[src/hdl/mrtu_pkg.sv]
// Shared types, constants and the CRC-16/MODBUS byte update for the frame checker.
// No dependencies; the design modules and the testbench modules import this package.
package mrtu_pkg;

  localparam int MAX_FRAME = 256;
  localparam int CNT_W     = $clog2(MAX_FRAME + 2);

  localparam logic [CNT_W-1:0] CNT_SAT     = CNT_W'(MAX_FRAME + 1);
  localparam logic [CNT_W-1:0] CNT_MAX     = CNT_W'(MAX_FRAME);
  localparam logic [CNT_W-1:0] CNT_MIN     = CNT_W'(4);
  localparam logic [CNT_W-1:0] CNT_ID      = CNT_W'(0);
  localparam logic [CNT_W-1:0] CNT_FUNC    = CNT_W'(1);
  localparam logic [7:0]       PLEN_SAT    = 8'(MAX_FRAME - 4);

  localparam logic [15:0] CRC_SEED = 16'hFFFF;
  localparam logic [15:0] CRC_POLY = 16'hA001;

  localparam logic KIND_PAYLOAD = 1'b0;
  localparam logic KIND_SUMMARY = 1'b1;

  localparam logic [1:0] LEN_OK    = 2'd0;
  localparam logic [1:0] LEN_SHORT = 2'd1;
  localparam logic [1:0] LEN_LONG  = 2'd2;

  // result queue
  localparam int QDEPTH = 4;
  localparam int QPTR_W = $clog2(QDEPTH);
  localparam int QCNT_W = $clog2(QDEPTH + 1);

  typedef struct packed {
    logic       out_kind;
    logic [7:0] payload_byte;
    logic [7:0] unit_id;
    logic [7:0] function_code;
    logic       crc_ok;
    logic [1:0] length_status;
    logic [7:0] payload_length;
    logic       last;
  } mrtu_result_t;

  // Up to two results per processed byte, packed in order: en_b implies en_a.
  typedef struct packed {
    logic         en_a;
    logic         en_b;
    mrtu_result_t r0;
    mrtu_result_t r1;
  } mrtu_push_t;

  // Reflected CRC-16, one byte, bitwise over the eight shifts.
  function automatic logic [15:0] crc_byte(input logic [15:0] crc, input logic [7:0] b);
    logic [15:0] c;
    c = crc ^ {8'h00, b};
    for (int k = 0; k < 8; k++) begin
      if (c[0]) begin
        c = (c >> 1) ^ CRC_POLY;
      end else begin
        c = c >> 1;
      end
    end
    return c;
  endfunction

endpackage

[src/hdl/mrtu_in_if.sv]
// Byte request channel into the frame checker.
// Depends on nothing.
interface mrtu_in_if;
  logic       valid;
  logic       ready;
  logic [7:0] rx_byte;
  logic       end_of_frame;

  modport source (output valid, output rx_byte, output end_of_frame, input ready);
  modport sink   (input valid, input rx_byte, input end_of_frame, output ready);
endinterface

[src/hdl/mrtu_frame.sv]
// Input register, frame state (CRC, count, id, function, delay line) and result build.
// Depends on mrtu_pkg and mrtu_in_if.
module mrtu_frame import mrtu_pkg::*; (
  input  logic       clk,
  input  logic       rst,
  mrtu_in_if.sink    rx,
  input  logic       space_ok,
  output mrtu_push_t push
);

  logic             stg_valid;
  logic [7:0]       stg_byte;
  logic             stg_eof;
  logic             go;

  logic [15:0]      crc_reg;
  logic [CNT_W-1:0] byte_count;
  logic [7:0]       id_reg;
  logic [7:0]       func_reg;
  logic [7:0]       delay_bytes [2];

  logic [15:0]      crc_next;
  logic [CNT_W-1:0] byte_count_next;
  logic [7:0]       id_next;
  logic [7:0]       func_next;
  logic [CNT_W-1:0] plen_diff;
  logic             has_pay;
  mrtu_result_t     pay_res;
  mrtu_result_t     sum_res;

  assign go       = stg_valid && space_ok;
  assign rx.ready = !stg_valid || space_ok;

  always_ff @(posedge clk) begin
    if (rst) begin
      stg_valid <= 1'b0;
    end else if (rx.valid && rx.ready) begin
      stg_valid <= 1'b1;
    end else if (go) begin
      stg_valid <= 1'b0;
    end
  end

  always_ff @(posedge clk) begin
    if (rx.valid && rx.ready) begin
      stg_byte <= rx.rx_byte;
      stg_eof  <= rx.end_of_frame;
    end
  end

  always_comb begin
    crc_next  = crc_byte(crc_reg, stg_byte);
    id_next   = (byte_count == CNT_ID) ? stg_byte : id_reg;
    func_next = (byte_count == CNT_FUNC) ? stg_byte : func_reg;
    byte_count_next = (byte_count < CNT_SAT) ? byte_count + CNT_W'(1) : byte_count;
    has_pay   = byte_count >= CNT_MIN;
    plen_diff = byte_count_next - CNT_MIN;

    pay_res              = '0;
    pay_res.out_kind     = KIND_PAYLOAD;
    pay_res.payload_byte = delay_bytes[1];
    pay_res.last         = !stg_eof;

    sum_res               = '0;
    sum_res.out_kind      = KIND_SUMMARY;
    sum_res.unit_id       = id_next;
    sum_res.function_code = func_next;
    sum_res.crc_ok        = crc_next == 16'h0000;
    sum_res.last          = 1'b1;
    priority if (byte_count_next < CNT_MIN) begin
      sum_res.length_status  = LEN_SHORT;
      sum_res.payload_length = 8'h00;
    end else if (byte_count_next > CNT_MAX) begin
      sum_res.length_status  = LEN_LONG;
      sum_res.payload_length = PLEN_SAT;
    end else begin
      sum_res.length_status  = LEN_OK;
      sum_res.payload_length = 8'(plen_diff);
    end

    push.en_a = go && (has_pay || stg_eof);
    push.en_b = go && has_pay && stg_eof;
    push.r0   = has_pay ? pay_res : sum_res;
    push.r1   = sum_res;
  end

  always_ff @(posedge clk) begin
    if (rst) begin
      crc_reg    <= CRC_SEED;
      byte_count <= '0;
      id_reg     <= 8'h00;
      func_reg   <= 8'h00;
    end else if (go) begin
      if (stg_eof) begin
        crc_reg    <= CRC_SEED;
        byte_count <= '0;
        id_reg     <= 8'h00;
        func_reg   <= 8'h00;
      end else begin
        crc_reg    <= crc_next;
        byte_count <= byte_count_next;
        id_reg     <= id_next;
        func_reg   <= func_next;
      end
    end
  end

  // payload delay line, read only once four bytes of the frame have passed
  always_ff @(posedge clk) begin
    if (go) begin
      delay_bytes[1] <= delay_bytes[0];
      delay_bytes[0] <= stg_byte;
    end
  end

  a_count_bound: assert property (@(posedge clk) disable iff (rst)
    byte_count <= CNT_SAT)
    else $error("byte count past saturation");

  a_frame_restart: assert property (@(posedge clk) disable iff (rst)
    go && stg_eof |=> byte_count == '0 && crc_reg == CRC_SEED)
    else $error("state not cleared after frame end");

  a_second_is_summary: assert property (@(posedge clk) disable iff (rst)
    push.en_b |-> push.en_a && push.r1.out_kind == KIND_SUMMARY
                  && push.r0.out_kind == KIND_PAYLOAD && !push.r0.last)
    else $error("bad result pair order");

endmodule

[src/flat_wrapper.sv]
// flat-port wrapper written by rule: the top's interface ports become plain ports
module mrtu_frame_flat import mrtu_pkg::*;
  (clk, rst, space_ok, push, rx_valid, rx_rx_byte, rx_end_of_frame, rx_ready);
  mrtu_in_if rx_i ();
  input  logic clk;
  input  logic rst;
  input  logic space_ok;
  output mrtu_push_t push;
  input wire logic [$bits(rx_i.valid)-1:0] rx_valid;
  input wire logic [$bits(rx_i.rx_byte)-1:0] rx_rx_byte;
  input wire logic [$bits(rx_i.end_of_frame)-1:0] rx_end_of_frame;
  output wire logic [$bits(rx_i.ready)-1:0] rx_ready;
  assign rx_i.valid = rx_valid;
  assign rx_i.rx_byte = rx_rx_byte;
  assign rx_i.end_of_frame = rx_end_of_frame;
  assign rx_ready = rx_i.ready;
  mrtu_frame u_core (.clk(clk), .rst(rst), .rx(rx_i), .space_ok(space_ok), .push(push));
endmodule
[config.mk]
export PLATFORM = sky130hd
export DESIGN_NAME = mrtu_frame_flat
export DESIGN_NICKNAME = d
export VERILOG_FILES = /design/src/hdl/mrtu_pkg.sv /design/src/hdl/mrtu_in_if.sv /design/src/hdl/mrtu_frame.sv /design/src/flat_wrapper.sv
export SDC_FILE = /design/constraint.sdc
export NUM_CORES = 1
export LEC_CHECK = 0
export ABC_AREA = 1
export BUFFER_PORTS_ARGS = -buffer_cell sky130_fd_sc_hd__buf_2
export CAP_MARGIN = 0
export CORE_MARGIN = 4
export CORE_UTILIZATION = 40
export CTS_CLUSTER_DIAMETER = 30
export DETAILED_ROUTE_END_ITERATION = 6
export GPL_TIMING_DRIVEN = 0
export PLACE_DENSITY = 0.6
export SLEW_MARGIN = 30
export SYNTH_ARGS = -nofsm -noshare
export SYNTH_HDL_FRONTEND = slang
export SYNTH_SLANG_ARGS = --single-unit
[constraint.sdc]
create_clock -name clk -period 3.65 [get_ports clk]
set_clock_uncertainty 0.05 [all_clocks]
set_input_delay 0 -clock clk [delete_from_list [all_inputs] [get_ports clk]]
set_output_delay 0 -clock clk [all_outputs]
set_load 0.05 [all_outputs]
# ---- Yosys cells after proc, flatten, opt, wreduce, memory -nomap -nowiden
# Memories as Yosys holds them, arrays and structs flattened.
# Cells that the tools add are included.
dict set report classes {
  n_addsub 2
  n_lt_le_gt_ge 4
  eq_ne 1
  mux 22
  bitwise 9
  reduce_logical 12
}
# cell n
set ops {}
lappend ops {{16-bit 2-to-1 mux} 9}
lappend ops {{37-bit 2-to-1 mux} 1}
lappend ops {{8-bit 2-to-1 mux} 4}
lappend ops {{2-bit NOT with 3-bit output} 8}
lappend ops {{10-bit 2-to-1 mux} 2}
lappend ops {{9-bit 2-to-1 mux} 2}
lappend ops {{16-bit logical NOT} 1}
lappend ops {{16-bit by 8-bit XOR with 16-bit output} 1}
lappend ops {{9-bit by 1-bit adder with 9-bit output, second input constant} 1}
lappend ops {{9-bit by 1-bit == test with 1-bit output, second input constant} 1}
lappend ops {{9-bit by 3-bit >= comparator with 1-bit output, second input constant} 1}
lappend ops {{9-bit greater-than comparator, second input constant} 1}
lappend ops {{9-bit logical NOT} 1}
lappend ops {{9-bit by 3-bit < comparator with 1-bit output, second input constant} 1}
lappend ops {{9-bit < comparator, second input constant} 1}
lappend ops {{8-bit by 3-bit subtractor with 8-bit output, second input constant} 1}
lappend ops {{1-bit logical AND} 5}
lappend ops {{1-bit 2-to-1 mux} 4}
lappend ops {{1-bit logical NOT} 2}
lappend ops {{1-bit logical OR} 2}
lappend ops {{2-bit nonzero test} 1}
dict set report totals {
  register_bits 51
  ramBits 16
  output_inout_bits 77
  memories 1
}
# name depth width read_ports rd_clocked_by_memory_dff write_ports line_no
set memory_table {}
lappend memory_table {u_core.delay_bytes 2 8 2 0 2 mrtu_frame.sv:20} ;# logic [7:0] delay_bytes [2];

# ---- Depth between registers and ports, before layout
# Gate-level depths: netlist of the first run.
dict set report logic_depth {
  word_depth 19
  ltp_mapped 15
}

# ---- Worst setup path before layout of the first run
# Ideal clock, no wire load.
dict set report synth_timing {
  path_kind {reg-to-output}
  from {reg u_core.stg_byte[0]}
  to {out push[48] (netlist name)}
  arrival_ns 3.057
  required_ns 3.600
  setup_slack_ns 0.543
  path_stages_with_launch 12
  path_cell_list {edfxtp_1 or2_2 nand2_1 nand2_1 nand2_1 xor2_1 xnor2_1 ha_1 xor2_1 nor4_1 nand2_1 nor3_1}
}
# item line_no
set synth_lines {}
lappend synth_lines {{start, declared} mrtu_frame.sv:12} ;# logic [7:0] stg_byte;
lappend synth_lines {{start signal, assigned} mrtu_frame.sv:46} ;# stg_byte <= rx.rx_byte;
lappend synth_lines {{end, declared} flat_wrapper.sv:8} ;# output mrtu_push_t push;

==> impl_metrics.toml, run 1 <==
[power]
p_clk_share_pct = 38.1
p_per_area_nw_per_um2 = 403
leakagePower_uw = 0.00225
intPower_uw = 1270
pwr-share-comb_pct = 17.4
power_switching_share_pct = 30.2
p_seq_share_pct = 44.6
total_power_uw = 1820
power_switching_uw = 550
vdd_ir_drop_max_v = 0.000245

[cells_and_area]
fin_nets = 616
syn2layout_area_growth_pct = 24.3
multi_input_area_um2 = 1650
num_antenna_cells = 0
final_util_pct = 51.5
drive_gt1_share_pct = 22.5
seq_area_um2 = 1590
nFillCells = 921

[route]
drt_iter0_markers = 118
antenna_left = 0
drc = 0
firstDrtPassIters = 5
via_per_inst = 4.74
num_vias = 3372
drt-wirelength-per-cell_um = 12.5
drt-total-wl_mm = 8.92

[sta]
finalHoldViolCount = 0
slew_headroom_pct = 38.5
max_freq_ghz = 0.312
finalCritPeriodShare_pct = 87.7
tightest_slew_ns = 0.922
drv_slew = 0
rsz0062_at_grt = "false"
setup_viol = 0
min_period_ns = 3.20
setup_tns_ns = 0

[clock_network]
htreeDepth = 3
cts_root_buffer = "clkbuf_8"
cts.sinks = 67
clk-insertion-delay-late_ns = 0.34
cts_tree = "yes"
cts_hold_buf = 11
post_cts_resized = 0
cts_setup_buffers = 0
clk_pin_slew_ns = 0.08
clock_path_buffers = 2
cts_inserted_buffers = 9

[logic_synthesis]
yosysTopAreaCell = "dfxtp_1"
ys_top_cells_by_area = "dfxtp_1 23%, edfxtp_1 21%, nand2_1 14%"
ys_async_sr_fraction_pct = 0
synth_top_area_share_pct = 23.1
synth_edf_count = 25
ys_seq_area_share_pct = 43.8
syn_inst = 491
ys_types = 33
syn_avg_cell_area_um2 = 7.40
ys_warn_count = 0
synth-seq-cells = 67
ys.flop_type = "dfxtp_1"
synthesis.area_um2 = 3630

[critical_path]
critPathMaxFanout = 4
r2r_setup_slack_ns = 1.38
worst_setup_path_end_kind = "output port"
critical_path_buf_inv_count = 1
cp_common_cell = "nand2_1"
path_cells = "or2_2 > nand2_1 > nand2_1 > nand2_1 > xor2_1 > xnor2_1 > ha_1 > xor2_1 > nor4_1 > nand2_1 > nor3_1 > buf_2"
required_ns = 3.60
worstReg2RegStart = "u_core.stg_byte[0]$_DFFE_PP_"
critPathArrivalTime_ns = 3.15
cp-startpoint = "u_core.stg_byte[0]$_DFFE_PP_"
r2r-end = "u_core.crc_reg[0]$_SDFFE_PP1P_"
start_kind = "flop"
cp_slowest_stage_delay_ns = 0.48
ff2ff_path_depth = 10
crit_family = "simple AND/OR/NAND/NOR gates"
cp-endpoint = "push[48]"
critical_path_class = "reg2out"
crit_slowest_cell = "edfxtp_1"
path_depth = 12

[die]
io_pins = 90
rows = 34
fp.coreArea_um2 = 8760
die_h_um = 103
start_util_pct = 41.4
die-area_um2 = 10700
dieWidth_um = 103

[job]
drv_cap = 0

[grt]
antenna_found_initial = 0
grt_pass1_vias = 3169
grt_usage_pct = 17.5
globalRoute.totalOverflow = 0
grt_pass1_wl_mm = 14.6
grt_max_degree = 26

[placement]
hpwl_mm = 6.73
place_congestion = 0.850
numPortBuffers = 71

[status]
status = "finished, final reports clean"

[min_path]
min_path_type = "in2reg"
min_from = "rst"
## metrics by stage
stage                     setup WS [ns]  hold slack [ns]  cells  cell area, um2
after CTS                         0.416          0.00377    712            4510
final                             0.448           0.0319    712            4510
after detailed placement          0.817            0.128    685            4180
after floorplan                   0.543           0.0489    506            3690
after global routing              0.211           0.0622    712            4510
after global placement            0.846            0.128    685            4180
## layer usage
layer / routed length, um / GRT usage, % / up-vias / part of all wire (%)
met5: 0 / 0 / - / 0
met4: 102 / 5.38 / 0 / 1.1
met3: 611 / 3.96 / 11 / 6.9
met2: 4260 / 29.4 / 91 / 48
met1: 3950 / 22.4 / 1544 / 44
li1: - / - / 1726 / -
## final cells by class
cell class,instances,area share [%]
multi-input cells,339,36.6
inverters,65,5.41
flip-flops and latches,67,35.3
repair buffers,82,10.3
plain buffers,35,4.46
well taps,108,2.99
clock inverters,7,2.19
clock buffers,9,2.74
## cells by family after synthesis
| group | after synthesis | synth area share, % |
|---|---|---|
| compound gates | 67 | 9.89 |
| xor+xnor | 22 | 5.30 |
| fa+ha+maj | 4 | 1.38 |
| buf+inv | 100 | 12.2 |
| flops | 67 | 43.8 |
| other cells | 2 | 0.207 |
| simple gates | 229 | 27.2 |
## cells in the mapped netlist, types with 5 or more instances
cell type / n
inv_2: 8
nand2_1: 139
xor2_1: 12
o21ai_0: 16
nor2_1: 52
buf_4: 17
o22ai_1: 13
nand3_1: 14
nand2_2: 5
inv_1: 56
clkbuf_1: 12
dfxtp_1: 42
xnor2_1: 10
o21ai_1: 5
a21oi_1: 32
edfxtp_1: 25
## worst min-delay path by stage
stage | endpoint | slack [ns] | cells past startpoint
4_1_cts | u_core.byte_count[3]$_SDFFE_PP0P_ | 0.004 | 2
6_report | u_core.id_reg[0]$_SDFFE_PP0P_ | 0.03 | 2
3_5_place_dp | u_core.stg_byte[5]$_DFFE_PP_ | 0.13 | 1
2_1_floorplan | u_core.stg_byte[0]$_DFFE_PP_ | 0.05 | 0
3_3_place_gp | u_core.stg_byte[5]$_DFFE_PP_ | 0.13 | 1
5_1_grt | u_core.byte_count[5]$_SDFFE_PP0P_ | 0.06 | 2
## cell usage in the layout (no fill, tap or decap), types with 2 or more instances in the layout
| cell | n |
|---|---|
| ha_1 | 4 |
| o21ai_0 | 16 |
| nor2_1 | 52 |
| inv_1 | 56 |
| nand2_1 | 139 |
| o21ai_1 | 5 |
| bufinv_16 | 2 |
| nand3_2 | 3 |
| nor2_2 | 3 |
| inv_2 | 8 |
| dfxtp_1 | 42 |
| edfxtp_1 | 25 |
| nand2_2 | 5 |
| nand3_1 | 14 |
| nand4_1 | 2 |
| dlygate4sd3_1 | 11 |
| nor2_4 | 2 |
| nand2_4 | 2 |
| clkbuf_8 | 9 |
| xor2_1 | 12 |
| o22ai_1 | 13 |
| xnor2_1 | 10 |
| a21oi_1 | 32 |
| clkbuf_1 | 12 |
| conb_1 | 17 |
| nor4_1 | 2 |
| buf_2 | 76 |
| inv_6 | 2 |
| buf_4 | 17 |
## power groups by stage
stage                     Combinational [uW]  Sequential (uW)  Clock (uW)
final                                    316              811         693
after global routing                     342              814         737
after CTS                                316              811         705
after detailed placement                 306              829           0
after global placement                   305              828           0
after floorplan                          248              822           0
No activity file was read; power rests on OpenSTA's default activity.
==> run 2, diff against run 1 <==
--- a/config.mk
+++ b/config.mk
@@ -9,11 +9,11 @@
 export BUFFER_PORTS_ARGS = -buffer_cell sky130_fd_sc_hd__buf_2
 export CAP_MARGIN = 0
 export CORE_MARGIN = 4
-export CORE_UTILIZATION = 40
+export CORE_UTILIZATION = 58
 export CTS_CLUSTER_DIAMETER = 30
 export DETAILED_ROUTE_END_ITERATION = 6
 export GPL_TIMING_DRIVEN = 0
-export PLACE_DENSITY = 0.6
+export PLACE_DENSITY = 0.83
 export SLEW_MARGIN = 30
 export SYNTH_ARGS = -nofsm -noshare
 export SYNTH_HDL_FRONTEND = slang
==> run 2 against run 1 <==
Effect of this change: power down 2.0%; clock power down 6.2%; sequential power about the same; non-clock buffer count unchanged; highest routed layer unchanged; clock-buffer cell count up 1; combinational power up 2%.
==> impl_metrics.toml, run 2 (synthesis results as in run 1) <==
[placement]
pre_cts_slack_ns = 0.973
hpwl_mm = 6.49
numPortBuffers = 71
place_congestion = 0.899

[power]
total_power_uw = 1780
leakagePower_uw = 0.00225
p_per_area_nw_per_um2 = 400
vdd_ir_drop_max_v = 0.000427

[critical_path]
critical_path_buf_inv_count = 1
critPathArrivalTime_ns = 3.02
crit_family = "XOR/XNOR gates"
critPathMaxFanout = 3
cp_common_cell = "xnor2_1"
r2r_setup_slack_ns = 1.46
start_kind = "flop"
required_ns = 3.60
crit_slowest_cell = "edfxtp_1"
ff2ff_path_depth = 8
critical_path_class = "reg2out"
path_cells = "xnor2_1 > xnor2_1 > xnor2_1 > xnor2_1 > ha_1 > xor2_1 > nor4_1 > nand2_1 > nor3_1 > buf_2"
worst_setup_path_end_kind = "output port"
path_depth = 10
cp_slowest_stage_delay_ns = 0.49

[clock_network]
htreeDepth = 3
clock_path_buffers = 2
clk_pin_slew_ns = 0.08
cts_root_buffer = "clkbuf_8"
clk-insertion-delay-late_ns = 0.35
cts_tree = "yes"
cts_inserted_buffers = 9
cts.sinks = 67
post_cts_resized = 0

[cells_and_area]
layout_commonest_cell = "nand2_1"
syn2layout_area_growth_pct = 22.7
num_antenna_cells = 0
fin_nets = 616
layout_common_cells = "139 x nand2_1, 76 x buf_2, 56 x inv_1"
final_util_pct = 74.4
multi_input_area_um2 = 1650
drive_gt1_share_pct = 22.5
nFillCells = 465
seq_area_um2 = 1590

[min_path]
hold_depth = 2
min_path_type = "in2reg"

[route]
drc = 0
antenna_left = 0
via_per_inst = 5.08
num_vias = 3450
drt-wirelength-per-cell_um = 13.3
drt_iter0_markers = 205
firstDrtPassIters = 5
drt-total-wl_mm = 9.03

[die]
die-area_um2 = 7590
fp.coreArea_um2 = 5990
start_util_pct = 60.6
dieWidth_um = 87.1
io_pins = 90
rows = 28
die_h_um = 87.1

[sta]
whs_ns = 0.0145
tightest_slew_ns = 0.844
worst_slack_ns = 0.582
finalHoldViolCount = 0
setup_tns_ns = 0
drv_slew = 0
max_freq_ghz = 0.326
min_period_ns = 3.07
slew_headroom_pct = 43.8
finalCritPeriodShare_pct = 84.1
rsz0062_at_grt = "false"
setup_viol = 0

[grt]
globalRoute.totalOverflow = 0
antenna_found_initial = 0
grt_pass1_vias = 3249
grt_max_degree = 26
grt_usage_pct = 24.9
grt_pass1_wl_mm = 14.8

[job]
drv_cap = 0

[status]
status = "finished, final reports clean"
-- run 2: cell types whose count changed in the layout (fill, tap and decap cells not counted) --
cell,before,now
bufinv_16,2,1
clkbuf_8,9,10
clkinv_2,1,0
clkinv_4,1,0
clkinvlp_4,1,0
inv_4,0,2
inv_6,2,3
-- run 2: cell type report --
| cell class | instances | share of cell area [%] |
|---|---|---|
| Sequential cell | 67 | 35.7 |
| Buffer | 35 | 4.52 |
| Tap cell | 75 | 2.11 |
| Inverter | 65 | 5.48 |
| Clock buffer | 10 | 3.09 |
| Multi-Input combinational cell | 339 | 37.1 |
| Timing Repair Buffer | 82 | 10.4 |
| Clock inverter | 6 | 1.54 |
-- run 2: routing by layer --
metal	track usage, %	vias to the layer above	part of all wire (%)
met1	29.4	1582	39
met5	0	-	0
met3	5.11	16	7.4
met2	44.9	129	51
met4	7.81	0	1.6
li1	-	1723	-
-- run 2: report_power, final --
part | switching (uW) | internal [uW] | total [uW]
Clock | 307 | 342 | 650
Combinational | 237 | 85.4 | 323
Sequential | 14.7 | 796 | 811
-- run 2: worst register-to-register path: stages (launching register included) --
cell and delay (ns):
edfxtp_1 0.49, xnor2_1 0.21, xnor2_1 0.34, xnor2_1 0.19
xnor2_1 0.18, ha_1 0.30, xor2_1 0.18, o22ai_1 0.11
nand2_1 0.06
-- run 2: final timing paths --
path | startpoint | to
min | rst | u_core.byte_count[6]$_SDFFE_PP0P_
max reg2reg | u_core.stg_byte[4]$_DFFE_PP_ | u_core.crc_reg[0]$_SDFFE_PP1P_
min reg2reg | u_core.delay_bytes[0][5]$_DFFE_PP_ | u_core.delay_bytes[0][13]$_DFFE_PP_
max | u_core.stg_byte[4]$_DFFE_PP_ | push[48]
-- run 2: metrics by stage --
step           instances  instance area, um2
2_1_floorplan        506                3690
3_3_place_gp         652                4140
3_5_place_dp         652                4140
4_1_cts              679                4460
5_1_grt              679                4460
6_report             679                4460
-- run 2: repair_timing --
item | 4_1_cts | 5_1_grt
buffers inserted | 0 | 0
hold buffers | 11 | 0
endpoints found under the hold margin | 10 | 0
==> run 3, diff against run 2 <==
--- a/config.mk
+++ b/config.mk
@@ -9,11 +9,11 @@
 export BUFFER_PORTS_ARGS = -buffer_cell sky130_fd_sc_hd__buf_2
 export CAP_MARGIN = 0
 export CORE_MARGIN = 4
-export CORE_UTILIZATION = 58
+export CORE_UTILIZATION = 48
 export CTS_CLUSTER_DIAMETER = 30
 export DETAILED_ROUTE_END_ITERATION = 6
 export GPL_TIMING_DRIVEN = 0
-export PLACE_DENSITY = 0.83
+export PLACE_DENSITY = 0.73
 export SLEW_MARGIN = 30
 export SYNTH_ARGS = -nofsm -noshare
 export SYNTH_HDL_FRONTEND = slang
==> constraint.sdc (replaced) <==
create_clock -name clk -period 2.8 [get_ports clk]
set_clock_uncertainty 0.05 [all_clocks]
set_input_delay 0 -clock clk [delete_from_list [all_inputs] [get_ports clk]]
set_output_delay 0 -clock clk [all_outputs]
set_load 0.05 [all_outputs]
==> run 3 against run 2 <==
Effect of this change: the run now ends with negative setup slack left; cell area increased by 4.6%; non-clock buffer count increased by 11; critical path type unchanged; routed wire length grew 2.9%; highest routed layer unchanged; setup slack lost 0.80 ns; register-to-register slack got worse by 0.90 ns; sequential share of layout area fell by 1.6 points.
==> impl_metrics.toml, run 3 (synthesis results as in run 1) <==
[status]
status = "finished, violations left"
violations = "negative setup slack"

[route]
drt_iter0_markers = 161
via_per_inst = 4.91
antenna_left = 0
firstDrtPassIters = 5
drt-total-wl_mm = 9.29
num_vias = 3504
drt-wirelength-per-cell_um = 13.0
drc = 0

[clock_network]
cts_inserted_buffers = 9
cts_root_buffer = "clkbuf_8"
clock_path_buffers = 2
cts.sinks = 67
htreeDepth = 3
clk-insertion-delay-late_ns = 0.34
clk_pin_slew_ns = 0.07
cts_tree = "yes"

[cells_and_area]
num_antenna_cells = 0
layout_commonest_cell = "nand2_1"
multi_input_area_um2 = 1750
layout_common_cells = "136 x nand2_1, 74 x buf_2, 56 x inv_1"
fin_nets = 627
drive_gt1_share_pct = 25.9
nFillCells = 651
final_util_pct = 63.9
syn2layout_area_growth_pct = 28.3
seq_area_um2 = 1590

[power]
vdd_ir_drop_max_v = 0.000390
p_per_area_nw_per_um2 = 498
total_power_uw = 2320
leakagePower_uw = 0.00232

[placement]
pre_cts_slack_ns = 0.0769
hpwl_mm = 6.51
numPortBuffers = 71
place_congestion = 0.920

[grt]
grt_pass1_vias = 3290
antenna_found_initial = 0
grt_max_degree = 26
grt_usage_pct = 21.0
grt_pass1_wl_mm = 14.7
globalRoute.totalOverflow = 0

[die]
rows = 31
dieWidth_um = 95.0
start_util_pct = 49.8
fp.coreArea_um2 = 7290
io_pins = 90
die_h_um = 95.0
die-area_um2 = 9020

[sta]
tightest_slew_ns = 0.947
rsz0062_at_grt = "true"
setup_viol = 2
slew_headroom_pct = 36.9
worst_slack_ns = -0.222
finalCritPeriodShare_pct = 108
finalHoldViolCount = 0
max_freq_ghz = 0.331
whs_ns = 0.193
min_period_ns = 3.02
drv_slew = 0

[critical_path]
critPathArrivalTime_ns = 2.97
worst_setup_path_end_kind = "output port"
critical_path_class = "reg2out"
ff2ff_path_depth = 9
critPathMaxFanout = 3
start_kind = "flop"
required_ns = 2.75

[job]
drv_cap = 0

[min_path]
min_path_type = "in2reg"
hold_depth = 6
==> run 3: final cells by class <==
class                   count  share of cell area, %
well taps                  99                   2.66
plain buffers              35                   4.32
inverters                  65                   5.23
multi-input cells         339                   37.4
clock inverters             6                   1.37
clock buffers              10                   2.74
flip-flops and latches     67                   34.1
repair buffers             93                   12.1
==> run 3: critical path, stage by stage (launching register included) <==
cell      delay, ns
edfxtp_1       0.46
xnor2_2        0.24
and2_1         0.18
nor2_2         0.06
xor2_2         0.17
xnor2_1        0.24
ha_1           0.31
xor2_1         0.19
nor4_2         0.21
nand2_1        0.15
nor3_2         0.22
buf_6          0.19
==> run 3: worst paths after layout <==
path | start | endpoint | slack (ns)
min reg2reg | u_core.delay_bytes[0][0]$_DFFE_PP_ | u_core.delay_bytes[0][8]$_DFFE_PP_ | 0.37
max | u_core.stg_byte[3]$_DFFE_PP_ | push[48] | -0.22
min | space_ok | u_core.crc_reg[7]$_SDFFE_PP1P_ | 0.19
max reg2reg | u_core.stg_byte[3]$_DFFE_PP_ | u_core.crc_reg[0]$_SDFFE_PP1P_ | 0.56
==> run 3: timing repair <==
item,in CTS,in global routing
hold buffers,12,0
setup endpoints to repair,2,7
resized for setup,13,7
buffers inserted,6,4
hold endpoints to repair,13,0
pin swaps,5,2
==> run 3: routing by layer <==
layer,track usage [%],routed length (um)
met1,25.9,3770
met5,0,0
met3,4.78,640
met2,35.3,4640
met4,8.65,239
==> run 3: where the power goes <==
| group | leakage [uW] | switching [uW] | internal, uW |
|---|---|---|---|
| registers | 0.000575 | 20.7 | 1040 |
| logic | 0.00165 | 329 | 147 |
| clock network | 0.0000943 | 375 | 411 |
| total | 0.00232 | 725 | 1600 |
==> run 3: through the flow <==
stage               setup TNS [ns]  cell area [um2]  cells
floorplan                        0             3690    506
global placement                 0             4170    676
detailed placement               0             4170    676
CTS                        -0.0361             4590    710
global route                -0.605             4660    714
finish                      -0.364             4660    714
